**src/sv/wgtg_pkg.sv**
```systemverilog
// wgtg_pkg: shared types, constants and the micro-program for the waypoint follower
// used by wgtg_seq and waypoint_go_to_goal_controller; no dependencies
`default_nettype none

package wgtg_pkg;

  localparam int ADDR_W      = 5;
  localparam int UPC_W       = 3;
  localparam int ITER_W      = 5;
  localparam int SQRT_STEPS  = 17;

  localparam logic signed [17:0] PI_Q13      = 18'sd25736;
  localparam logic signed [17:0] TWO_PI_Q13  = 18'sd51472;
  localparam logic signed [27:0] HALF_PI_Q24 = 28'sd26353589;

  // register indexes (byte address / 4)
  localparam logic [2:0] REG_WP_ZERO    = 3'd0;
  localparam logic [2:0] REG_WP_FOUR    = 3'd4;
  localparam logic [2:0] REG_WP_COUNT   = 3'd5;
  localparam logic [2:0] REG_HEAD_TOL   = 3'd6;
  localparam logic [2:0] REG_ARRIVE_RAD = 3'd7;

  typedef enum logic [2:0] {
    UOP_DIFF,
    UOP_SQX,
    UOP_SQY,
    UOP_INIT,
    UOP_ITER,
    UOP_ROUND,
    UOP_WRAP,
    UOP_DECIDE
  } uop_t;

  typedef struct packed {
    uop_t             op;
    logic             jmp;
    logic [UPC_W-1:0] tgt;
    logic             last;
  } uword_t;

  typedef struct packed {
    logic              busy;
    uop_t              op;
    logic [ITER_W-1:0] iter;
  } ctrl_t;

  function automatic uword_t ucode(input logic [UPC_W-1:0] upc);
    uword_t w;
    unique case (upc)
      3'd0:    w = '{op: UOP_DIFF,   jmp: 1'b0, tgt: 3'd0, last: 1'b0};
      3'd1:    w = '{op: UOP_SQX,    jmp: 1'b0, tgt: 3'd0, last: 1'b0};
      3'd2:    w = '{op: UOP_SQY,    jmp: 1'b0, tgt: 3'd0, last: 1'b0};
      3'd3:    w = '{op: UOP_INIT,   jmp: 1'b0, tgt: 3'd0, last: 1'b0};
      3'd4:    w = '{op: UOP_ITER,   jmp: 1'b1, tgt: 3'd4, last: 1'b0};
      3'd5:    w = '{op: UOP_ROUND,  jmp: 1'b0, tgt: 3'd0, last: 1'b0};
      3'd6:    w = '{op: UOP_WRAP,   jmp: 1'b0, tgt: 3'd0, last: 1'b0};
      3'd7:    w = '{op: UOP_DECIDE, jmp: 1'b0, tgt: 3'd0, last: 1'b1};
      default: w = '{op: UOP_DECIDE, jmp: 1'b0, tgt: 3'd0, last: 1'b1};
    endcase
    return w;
  endfunction

  // atan(2^-i) in Q.24, rounded
  function automatic logic [23:0] atan_q24(input logic [ITER_W-1:0] i);
    logic [23:0] a;
    case (i)
      5'd0:    a = 24'd13176795;
      5'd1:    a = 24'd7778716;
      5'd2:    a = 24'd4110060;
      5'd3:    a = 24'd2086331;
      5'd4:    a = 24'd1047214;
      5'd5:    a = 24'd524117;
      5'd6:    a = 24'd262123;
      5'd7:    a = 24'd131069;
      5'd8:    a = 24'd65536;
      5'd9:    a = 24'd32768;
      5'd10:   a = 24'd16384;
      5'd11:   a = 24'd8192;
      5'd12:   a = 24'd4096;
      5'd13:   a = 24'd2048;
      5'd14:   a = 24'd1024;
      5'd15:   a = 24'd512;
      5'd16:   a = 24'd256;
      5'd17:   a = 24'd128;
      5'd18:   a = 24'd64;
      5'd19:   a = 24'd32;
      5'd20:   a = 24'd16;
      5'd21:   a = 24'd8;
      5'd22:   a = 24'd4;
      5'd23:   a = 24'd2;
      default: a = 24'd0;
    endcase
    return a;
  endfunction

endpackage

`default_nettype wire

```
**src/sv/wgtg_seq.sv**
```systemverilog
// wgtg_seq: micro-program sequencer, step counter with a loop counter and conditional jump
// depends on wgtg_pkg (ucode table, ctrl_t)
`default_nettype none

module wgtg_seq #(
  parameter int LOOP_N = 17
) (
  input  wire logic           clk,
  input  wire logic           rst_n,
  input  wire logic           start,
  input  wire logic           hold,
  output wgtg_pkg::ctrl_t     ctrl
);

  logic                               busy_r, busy_nxt;
  logic [wgtg_pkg::UPC_W-1:0]         upc_r, upc_nxt;
  logic [wgtg_pkg::ITER_W-1:0]        iter_r, iter_nxt;
  wgtg_pkg::uword_t                   uw;
  logic                               loop_done;

  always_comb begin
    uw        = wgtg_pkg::ucode(upc_r);
    loop_done = (iter_r == wgtg_pkg::ITER_W'(LOOP_N - 1));
    busy_nxt  = busy_r;
    upc_nxt   = upc_r;
    iter_nxt  = iter_r;
    if (start) begin
      busy_nxt = 1'b1;
      upc_nxt  = '0;
      iter_nxt = '0;
    end else if (busy_r && !hold) begin
      if (uw.last) begin
        busy_nxt = 1'b0;
      end else if (uw.jmp && !loop_done) begin
        upc_nxt  = uw.tgt;
        iter_nxt = iter_r + 1'b1;
      end else begin
        upc_nxt = upc_r + 1'b1;
      end
    end
  end

  always_ff @(posedge clk) begin
    if (!rst_n) begin
      busy_r <= 1'b0;
      upc_r  <= '0;
      iter_r <= '0;
    end else begin
      busy_r <= busy_nxt;
      upc_r  <= upc_nxt;
      iter_r <= iter_nxt;
    end
  end

  assign ctrl.busy = busy_r;
  assign ctrl.op   = uw.op;
  assign ctrl.iter = iter_r;

endmodule

`default_nettype wire

```
**src/sv/waypoint_go_to_goal_controller.sv**
```systemverilog
// Proportional go-to-goal waypoint follower, top level.
// Pose items enter on in_* (valid/stall), commands leave on out_* (valid/stall), and
// the route, tolerance and radius are set over an APB-style register port (pready tied high).
// Each accepted pose is taken apart by a micro-programmed datapath: the vector to the
// current waypoint, its length by a digit-by-digit square root and its bearing by a
// vectoring CORDIC, both stepped by one shared loop of max(17, CORDIC_STEPS) iterations.
// The steps run in order: difference, two squares, init, the shared loop, round, wrap and
// decide, which registers the result; the sequencer holds in_stall high meanwhile, so the
// next pose is taken only once the previous one has finished all its steps.
// The result sits in an output register, so the next pose starts while it waits; if it
// is still stalled when the next result is ready, the sequencer holds on its last step.
// Once the route is done, poses are taken but give no result until reset or a higher count.
// Reset (synchronous, rst_n low) restores the register defaults and targets waypoint 0.
// The user must write registers only while the block is idle; the block does not enforce it.
`default_nettype none

module waypoint_go_to_goal_controller #(
  parameter int MAX_WAYPOINTS = 5,
  parameter int CORDIC_STEPS  = 16
) (
  input  wire logic                          clk,
  input  wire logic                          rst_n,
  // pose channel
  input  wire logic                          in_valid,
  output logic                               in_stall,
  input  wire logic [15:0]                   in_pose_x,
  input  wire logic [15:0]                   in_pose_y,
  input  wire logic signed [15:0]            in_pose_heading,
  // command channel
  output logic                               out_valid,
  input  wire logic                          out_stall,
  output logic [17:0]                        out_linear_speed,
  output logic signed [15:0]                 out_angular_rate,
  output logic                               out_arrived,
  output logic                               out_pen_on_pulse,
  output logic                               out_route_done,
  output logic [2:0]                         out_target_index,
  // register port
  input  wire logic                          psel,
  input  wire logic                          penable,
  input  wire logic                          pwrite,
  input  wire logic [wgtg_pkg::ADDR_W-1:0]   paddr,
  input  wire logic [31:0]                   pwdata,
  output logic [31:0]                        prdata,
  output logic                               pready
);

  localparam int LOOP_N = (CORDIC_STEPS > wgtg_pkg::SQRT_STEPS) ?
                          CORDIC_STEPS : wgtg_pkg::SQRT_STEPS;

  // ---------------- configuration registers ----------------
  logic [31:0] wp_r [MAX_WAYPOINTS];
  logic [2:0]  wcount_r;
  logic [14:0] tol_r;
  logic [15:0] radius_r;
  logic        cfg_wr;
  logic [2:0]  reg_idx;

  assign pready  = 1'b1;
  assign reg_idx = paddr[wgtg_pkg::ADDR_W-1:2];
  assign cfg_wr  = psel && penable && pwrite && pready;

  always_ff @(posedge clk) begin
    if (!rst_n) begin
      for (int k = 0; k < MAX_WAYPOINTS; k++) wp_r[k] <= '0;
      wcount_r <= 3'd5;
      tol_r    <= 15'd164;
      radius_r <= 16'd410;
    end else if (cfg_wr) begin
      unique case (reg_idx) inside
        [wgtg_pkg::REG_WP_ZERO:wgtg_pkg::REG_WP_FOUR]: begin
          for (int k = 0; k < MAX_WAYPOINTS; k++) begin
            if (reg_idx == 3'(k)) wp_r[k] <= pwdata;
          end
        end
        wgtg_pkg::REG_WP_COUNT:   wcount_r <= pwdata[2:0];
        wgtg_pkg::REG_HEAD_TOL:   tol_r    <= pwdata[14:0];
        wgtg_pkg::REG_ARRIVE_RAD: radius_r <= pwdata[15:0];
        default: ;
      endcase
    end
  end

  always_comb begin
    prdata = '0;
    unique case (reg_idx) inside
      [wgtg_pkg::REG_WP_ZERO:wgtg_pkg::REG_WP_FOUR]: begin
        for (int k = 0; k < MAX_WAYPOINTS; k++) begin
          if (reg_idx == 3'(k)) prdata = wp_r[k];
        end
      end
      wgtg_pkg::REG_WP_COUNT:   prdata = {29'd0, wcount_r};
      wgtg_pkg::REG_HEAD_TOL:   prdata = {17'd0, tol_r};
      wgtg_pkg::REG_ARRIVE_RAD: prdata = {16'd0, radius_r};
      default:                  prdata = '0;
    endcase
  end

  // count clamped to 1..MAX_WAYPOINTS
  logic [2:0] eff_count;
  always_comb begin
    if (wcount_r == 3'd0)                     eff_count = 3'd1;
    else if (wcount_r > 3'(MAX_WAYPOINTS))    eff_count = 3'(MAX_WAYPOINTS);
    else                                      eff_count = wcount_r;
  end

  // ---------------- sequencer ----------------
  wgtg_pkg::ctrl_t ctrl;
  logic            start, hold, step_en, in_xfer, route_end, out_valid_r;
  logic [2:0]      idx_r;

  assign in_stall  = ctrl.busy;
  assign in_xfer   = in_valid && !in_stall;
  assign route_end = (idx_r >= eff_count);
  assign start     = in_xfer && !route_end;
  assign hold      = (ctrl.op == wgtg_pkg::UOP_DECIDE) && out_valid_r && out_stall;
  assign step_en   = ctrl.busy && !hold;

  wgtg_seq #(
    .LOOP_N (LOOP_N)
  ) u_seq (
    .clk   (clk),
    .rst_n (rst_n),
    .start (start),
    .hold  (hold),
    .ctrl  (ctrl)
  );

  // ---------------- datapath ----------------
  logic [15:0]         px_r, py_r;
  logic signed [15:0]  head_r;
  logic signed [16:0]  dx_r, dy_r;
  logic [33:0]         acc_r;
  logic [33:0]         rem_r, res_r, bit_r;
  logic signed [27:0]  x_r, y_r, z_r;
  logic                zero_r;
  logic signed [17:0]  err_r;

  logic [31:0]         wp_sel;
  logic signed [16:0]  dx_c, dy_c, mul_a;
  logic signed [33:0]  sq;
  logic [34:0]         trial;
  logic signed [27:0]  xs, ys, x0, y0, atan_v, zt;
  logic signed [16:0]  brg;
  logic signed [17:0]  err_c, err_w;
  logic [16:0]         aerr, goal_dist;
  logic                turn, drive;

  always_comb begin
    wp_sel = '0;
    for (int k = 0; k < MAX_WAYPOINTS; k++) begin
      if (idx_r == 3'(k)) wp_sel = wp_r[k];
    end
  end

  assign dx_c  = $signed({1'b0, wp_sel[31:16]}) - $signed({1'b0, px_r});
  assign dy_c  = $signed({1'b0, wp_sel[15:0]}) - $signed({1'b0, py_r});
  assign mul_a = (ctrl.op == wgtg_pkg::UOP_SQX) ? dx_r : dy_r;
  assign sq    = mul_a * mul_a;

  // square root trial subtract
  assign trial = {1'b0, res_r} + {1'b0, bit_r};

  // cordic micro-rotation terms
  assign xs     = x_r >>> ctrl.iter;
  assign ys     = y_r >>> ctrl.iter;
  assign atan_v = $signed({4'd0, wgtg_pkg::atan_q24(ctrl.iter)});
  assign x0     = 28'(dx_r) <<< 8;
  assign y0     = 28'(dy_r) <<< 8;

  // round Q.24 angle to Q3.13
  assign zt    = z_r + 28'sd1024;
  assign brg   = zero_r ? 17'sd0 : zt[27:11];
  assign err_c = 18'(brg) - 18'(head_r);

  always_comb begin
    if (err_r > wgtg_pkg::PI_Q13)       err_w = err_r - wgtg_pkg::TWO_PI_Q13;
    else if (err_r <= -wgtg_pkg::PI_Q13) err_w = err_r + wgtg_pkg::TWO_PI_Q13;
    else                                 err_w = err_r;
  end

  assign aerr      = err_r[17] ? 17'(-err_r) : err_r[16:0];
  assign goal_dist = res_r[16:0];
  assign turn      = aerr > {2'd0, tol_r};
  assign drive     = goal_dist > {1'b0, radius_r};

  always_ff @(posedge clk) begin
    if (in_xfer) begin
      px_r   <= in_pose_x;
      py_r   <= in_pose_y;
      head_r <= in_pose_heading;
    end
    if (step_en) begin
      unique case (ctrl.op)
        wgtg_pkg::UOP_DIFF: begin
          dx_r <= dx_c;
          dy_r <= dy_c;
        end
        wgtg_pkg::UOP_SQX: acc_r <= sq[33:0];
        wgtg_pkg::UOP_SQY: acc_r <= acc_r + sq[33:0];
        wgtg_pkg::UOP_INIT: begin
          rem_r  <= acc_r;
          res_r  <= '0;
          bit_r  <= 34'd1 << 32;
          zero_r <= (dx_r == 17'sd0) && (dy_r == 17'sd0);
          if (dx_r < 0) begin
            if (dy_r >= 0) begin
              x_r <= y0;
              y_r <= -x0;
              z_r <= wgtg_pkg::HALF_PI_Q24;
            end else begin
              x_r <= -y0;
              y_r <= x0;
              z_r <= -wgtg_pkg::HALF_PI_Q24;
            end
          end else begin
            x_r <= x0;
            y_r <= y0;
            z_r <= '0;
          end
        end
        wgtg_pkg::UOP_ITER: begin
          if (ctrl.iter < wgtg_pkg::ITER_W'(wgtg_pkg::SQRT_STEPS)) begin
            if ({1'b0, rem_r} >= trial) begin
              rem_r <= rem_r - trial[33:0];
              res_r <= (res_r >> 1) + bit_r;
            end else begin
              res_r <= res_r >> 1;
            end
            bit_r <= bit_r >> 2;
          end
          if (ctrl.iter < wgtg_pkg::ITER_W'(CORDIC_STEPS)) begin
            if (y_r > 0) begin
              x_r <= x_r + ys;
              y_r <= y_r - xs;
              z_r <= z_r + atan_v;
            end else begin
              x_r <= x_r - ys;
              y_r <= y_r + xs;
              z_r <= z_r - atan_v;
            end
          end
        end
        wgtg_pkg::UOP_ROUND: err_r <= err_c;
        wgtg_pkg::UOP_WRAP:  err_r <= err_w;
        wgtg_pkg::UOP_DECIDE: begin
          out_target_index <= idx_r;
          out_linear_speed <= '0;
          out_angular_rate <= '0;
          out_arrived      <= 1'b0;
          out_pen_on_pulse <= 1'b0;
          out_route_done   <= 1'b0;
          if (turn) begin
            out_angular_rate <= err_r[15:0];
          end else if (drive) begin
            out_linear_speed <= {goal_dist, 1'b0};
          end else begin
            out_arrived      <= 1'b1;
            out_pen_on_pulse <= (idx_r == 3'd0);
            out_route_done   <= ((idx_r + 3'd1) == eff_count);
          end
        end
        default: ;
      endcase
    end
  end

  // control state: waypoint pointer and result valid
  always_ff @(posedge clk) begin
    if (!rst_n) begin
      idx_r       <= '0;
      out_valid_r <= 1'b0;
    end else begin
      if (step_en && (ctrl.op == wgtg_pkg::UOP_DECIDE)) begin
        out_valid_r <= 1'b1;
        if (!turn && !drive) idx_r <= idx_r + 3'd1;
      end else if (!out_stall) begin
        out_valid_r <= 1'b0;
      end
    end
  end

  assign out_valid = out_valid_r;

endmodule

`default_nettype wire

```
**config.mk**
```make
export PLATFORM = sky130hd
export DESIGN_NAME = waypoint_go_to_goal_controller
export DESIGN_NICKNAME = d
export VERILOG_FILES = /design/src/sv/wgtg_pkg.sv /design/src/sv/wgtg_seq.sv /design/src/sv/waypoint_go_to_goal_controller.sv
export SDC_FILE = /design/constraint.sdc
export NUM_CORES = 2
export LEC_CHECK = 0
export ABC_AREA = 1
export BUFFER_PORTS_ARGS = -buffer_cell sky130_fd_sc_hd__buf_2
export CAP_MARGIN = 15
export CORE_MARGIN = 2
export CORE_UTILIZATION = 35
export DETAILED_ROUTE_END_ITERATION = 16
export PLACE_DENSITY = 0.54
export SLEW_MARGIN = 30
export SYNTH_ARGS = -nofsm -noshare
export SYNTH_HDL_FRONTEND = slang
export SYNTH_SLANG_ARGS = --single-unit
```
**constraint.sdc**
```tcl
create_clock -name clk -period 7.8 [get_ports clk]
set_clock_uncertainty 0.1 [all_clocks]
set_input_delay 0.39 -clock clk [delete_from_list [all_inputs] [get_ports clk]]
set_output_delay 0.39 -clock clk [all_outputs]
set_load 0.02 [all_outputs]
```
==> results.md <==
- The floorplan has 143 rows.
- Measured against its own limit, the worst slew margin works out to 0.240.
- Entering global routing, the biggest net connects 81 pins.
- The x dimension of the die is 395 um.
- After detailed routing, the number of remaining DRC violations is 0.
- The number of antenna cells inserted is 0.
- The number of hold-slack violations in the final timing report is 0.
- The deepest level of the CTS H-tree is 3.
- The number of max-slew violations in the final report is 0.
- The maximum single-stage delay on the critical path is 0.59 ns.
- The final critical delay including setup and external delays is 7.92 ns.
- For this run, the detailed router's first-pass iteration total came to 9.
- The cell area after synthesis is 53,400 um^2.
- The average wire per cell in the routed design is 19.1 um.
- The clock slew seen by the registers of the worst setup and hold paths is 0.06 ns.
- The area fraction in compound gates after synthesis is 0.144.
- The checks that failed: setup timing.
- The congestion estimate from routability-driven global placement came to 0.966.
- The required time of the critical path is 8.09 ns.
- The first-pass GRT wire length is 279,000 um.
- The number of antenna violations at the first check in global routing is 4.
- The slew of the pin with the lowest slew margin is 1.14 ns.
- The highest-delay cell along the critical path is sky130_fd_sc_hd__fa_1.
- The post-synthesis to final-layout area growth is 22.8%.
- The source-to-sink clock delay at the later pin of the worst-skew pair is 0.70 ns.
- The final-report setup violation count is 5.
- The via count of the first global-routing pass came to 47,763.
- The capturing point of the worst reg2reg path is acc_r[33].
- The DRC violation total after the first TritonRoute iteration is 4,048.
- Of the available clock period, the critical path in the final layout requires 1.02.
- The run finished, with violations left.
- The worst register-to-register path has a depth of 40.
- The I/O pin count is 167.
- The flip-flop cell with the highest count after synthesis is sky130_fd_sc_hd__edfxtp_1.
- The post-synthesis sequential area ratio is 0.311.
- The total CTS buffers is 74.
- The fraction of final layout cells sized beyond drive strength 1 is 0.171.
- The number of nets at the end of the flow is 8,185.
- The synthesized instance count is 6,818.
- Adding up every negative setup slack in the final design gives -0.295 ns.
- The fraction of synthesized area in multiplexers is 0.
- The synthesized netlist contains 72 unique library cells.
- The number of cells after detailed placement is 9,219.
- The flop and latch count out of synthesis is 579.
- Ranked by instance count, the synthesized netlist is headed by sky130_fd_sc_hd__nand2_1 (1,451), sky130_fd_sc_hd__inv_1 (978), sky130_fd_sc_hd__nor2_1 (651), sky130_fd_sc_hd__edfxtp_1 (503), sky130_fd_sc_hd__a21oi_1 (459).
- Setup repair after global routing could not meet its margin everywhere.
- The start point of the critical path is u_seq.uw[5].
- The tree is rooted in a sky130_fd_sc_hd__clkbuf_16.
- The via-per-instance ratio is 5.16.
- In this run the worst path has a maximum fanout of 8.
- The cell with the most instances after synthesis is sky130_fd_sc_hd__nand2_1.
- Global routing finished with a remaining overflow of 0.
- The total nets after synthesis is 7,575.
- The post-synthesis share of cell area spent on and, or, nand and nor gates is 0.212.
- The cell with the most instances on the worst path is sky130_fd_sc_hd__inv_2.
- By area, the combinational part of the netlist is dominated by simple AND/OR/NAND/NOR gates.
- STA classifies the critical path startpoint as a flop.
- The clock net in this run drives a total of 579 sinks.
- The highest attainable clock frequency is 0.126 GHz.
- The tightest min-delay check is of the in -> reg type.
- The xor and xnor area share after synthesis is 0.0500.
- The filler cell count is 15,366.
- The number of flops mapped to enable cells by yosys is 503.
- TritonCTS built the clock tree.
- The initial utilization of the core area, before any placement, comes to 0.352.
- The synthesized area per cell is 7.84 um^2.
- Once routing completed, OpenROAD measured the worst setup slack at -0.119 ns.
- The worst endpoint data arrival time is 8.21 ns.
- The final route contains 49,126 vias.
- The total of buffers placed on input and output ports is 162.
- In this run the worst setup path terminates at acc_r[33].
- The largest area contributor in the synthesized netlist is sky130_fd_sc_hd__edfxtp_1.
- For this block, the routed nets add up to 182,000 um of wire.
- The fraction of synthesis flops using an asynchronous set or reset pin is 0.
- The placeable core region is 152,000 um^2.
- The tightest hold margin is 0.179 ns.
- Summed over all nets, the half-perimeter wirelength after detailed placement is 141,000 um.
- Of the post-synthesis cell area, the dominant cell type holds 0.283.
- The floorplan step defined a die boundary enclosing 156,000 um^2.
- The worst setup path is of the reg -> reg kind.
- The buffer levels on the longest clock path is 3.
- STA classifies the critical path endpoint as a flop.
- The combined global-route utilization of all metal layers is 0.228.
- The number of max-cap violations is 0.
- The setup slack on the worst flop-to-flop path is -0.12 ns.
- The worst register-to-register path begins at u_seq.uw[5].
- The startpoint identified for the worst hold timing path is rst_n.
- The post-route antenna net violation count is 0.
- In the post-synthesis netlist, the biggest area contributors are sky130_fd_sc_hd__edfxtp_1 (28%), sky130_fd_sc_hd__fa_1 (10%), sky130_fd_sc_hd__nand2_1 (10%).
- The post-synthesis share of cell area spent on full adders, half adders and majority gates is 0.195.
- During synthesis, Yosys emitted a total of 0 warnings.
- From bottom edge to top edge, the die measures 395 um.
- The finished layout holds 9,519 standard cells, fillers aside.
-- layout by cell type, fill, tap and decap left out, types with 76 or more instances in the layout --
cell type	instances
sky130_fd_sc_hd__xnor2_1	100
sky130_fd_sc_hd__nand3_1	385
sky130_fd_sc_hd__xor2_1	183
sky130_fd_sc_hd__edfxtp_1	503
sky130_fd_sc_hd__inv_1	916
sky130_fd_sc_hd__clkbuf_16	76
sky130_fd_sc_hd__o21ai_0	382
sky130_fd_sc_hd__a21oi_1	411
sky130_fd_sc_hd__buf_4	446
sky130_fd_sc_hd__buf_2	162
sky130_fd_sc_hd__fa_1	259
sky130_fd_sc_hd__nand2_1	1381
sky130_fd_sc_hd__ha_1	352
sky130_fd_sc_hd__nor2_1	579
sky130_fd_sc_hd__dlygate4sd3_1	80
-- cell type report --
| class | count | area, um^2 | share of cell area |
|---|---|---|---|
| timing repair buffer | 736 | 5620 | 0.0856 |
| clock inverter | 42 | 608 | 0.00927 |
| clock buffer | 95 | 1990 | 0.0304 |
| sequential | 579 | 16600 | 0.254 |
| multi-input combinational | 5026 | 34400 | 0.524 |
| tap | 2030 | 2540 | 0.0387 |
| inverter | 1011 | 3850 | 0.0588 |
-- how the worst min path moves through the flow --
stage               cells past startpoint           to
global route                            4  radius_r[9]
global placement                        2  wcount_r[0]
finish                                  4  wcount_r[1]
detailed placement                      2  wcount_r[0]
floorplan                               2  wcount_r[0]
CTS                                     4  radius_r[9]
-- sequential cells by signal, indices dropped and copies added, names as in the netlist, 5 cells and up --
signal and cells:
wp_r 160, acc_r 34, out_angular_rate 16, x_r 28
py_r 16, rem_r 34, u_seq.iter_r 5, out_linear_speed 17
tol_r 15, err_r 18, res_r 34, radius_r 16
z_r 28, atan_v 24, bit_r 17, y_r 28
px_r 16, dx_r 17, u_seq.uw 5, dy_r 17
head_r 16
-- worst max-delay path, delay by kind of cell, from the launching register on --
| family | cells | cell delay (ns) |
|---|---|---|
| xor gates and xnor gates | 2 | 0.42 |
| adders and majority gates | 8 | 3.76 |
| and+or+nand+nor | 11 | 1.08 |
| DFF | 1 | 0.33 |
| AOI/OAI and AO/OA | 9 | 1.15 |
| buffers and inverters | 10 | 0.77 |
-- kinds of logic (layout without fill, tap and decap cells) --
group / after synthesis / in the layout
AOI/OAI and AO/OA: 1320 / 1320
xor gates and xnor gates: 305 / 305
adders and majority gates: 665 / 665
and+or+nand+nor: 2734 / 2734
other: 2 / 2
DFF: 579 / 579
buffers and inverters: 1213 / 1884
-- repair_timing --
| action | 4_1_cts | 5_1_grt |
|---|---|---|
| cloned | 3 | 0 |
| gates resized for setup | 174 | 371 |
| hold endpoints to repair | 162 | 0 |
| hold buffers | 80 | 0 |
| pin swaps | 37 | 194 |
| buffers inserted | 20 | 61 |
| setup endpoints to repair | 17 | 22 |
-- per-layer routing --
layer | track usage | share of wire
met2 | 0.370 | 0.46
met1 | 0.320 | 0.46
met4 | 0.0683 | 0.032
met3 | 0.0251 | 0.057
met5 | 0 | 0
-- through the flow --
step	util	setup slack, ns	area [um^2]
after floorplan	-	0.0110	53600
after global placement	0.391	-0.482	59300
after detailed placement	0.391	-0.570	59300
after CTS	0.420	-0.224	63700
after global routing	0.432	-0.514	65600
final	0.432	-0.119	65600
Power is not shown: default switching activity piles up to over one toggle a cycle in this logic, so the estimate is an artifact.
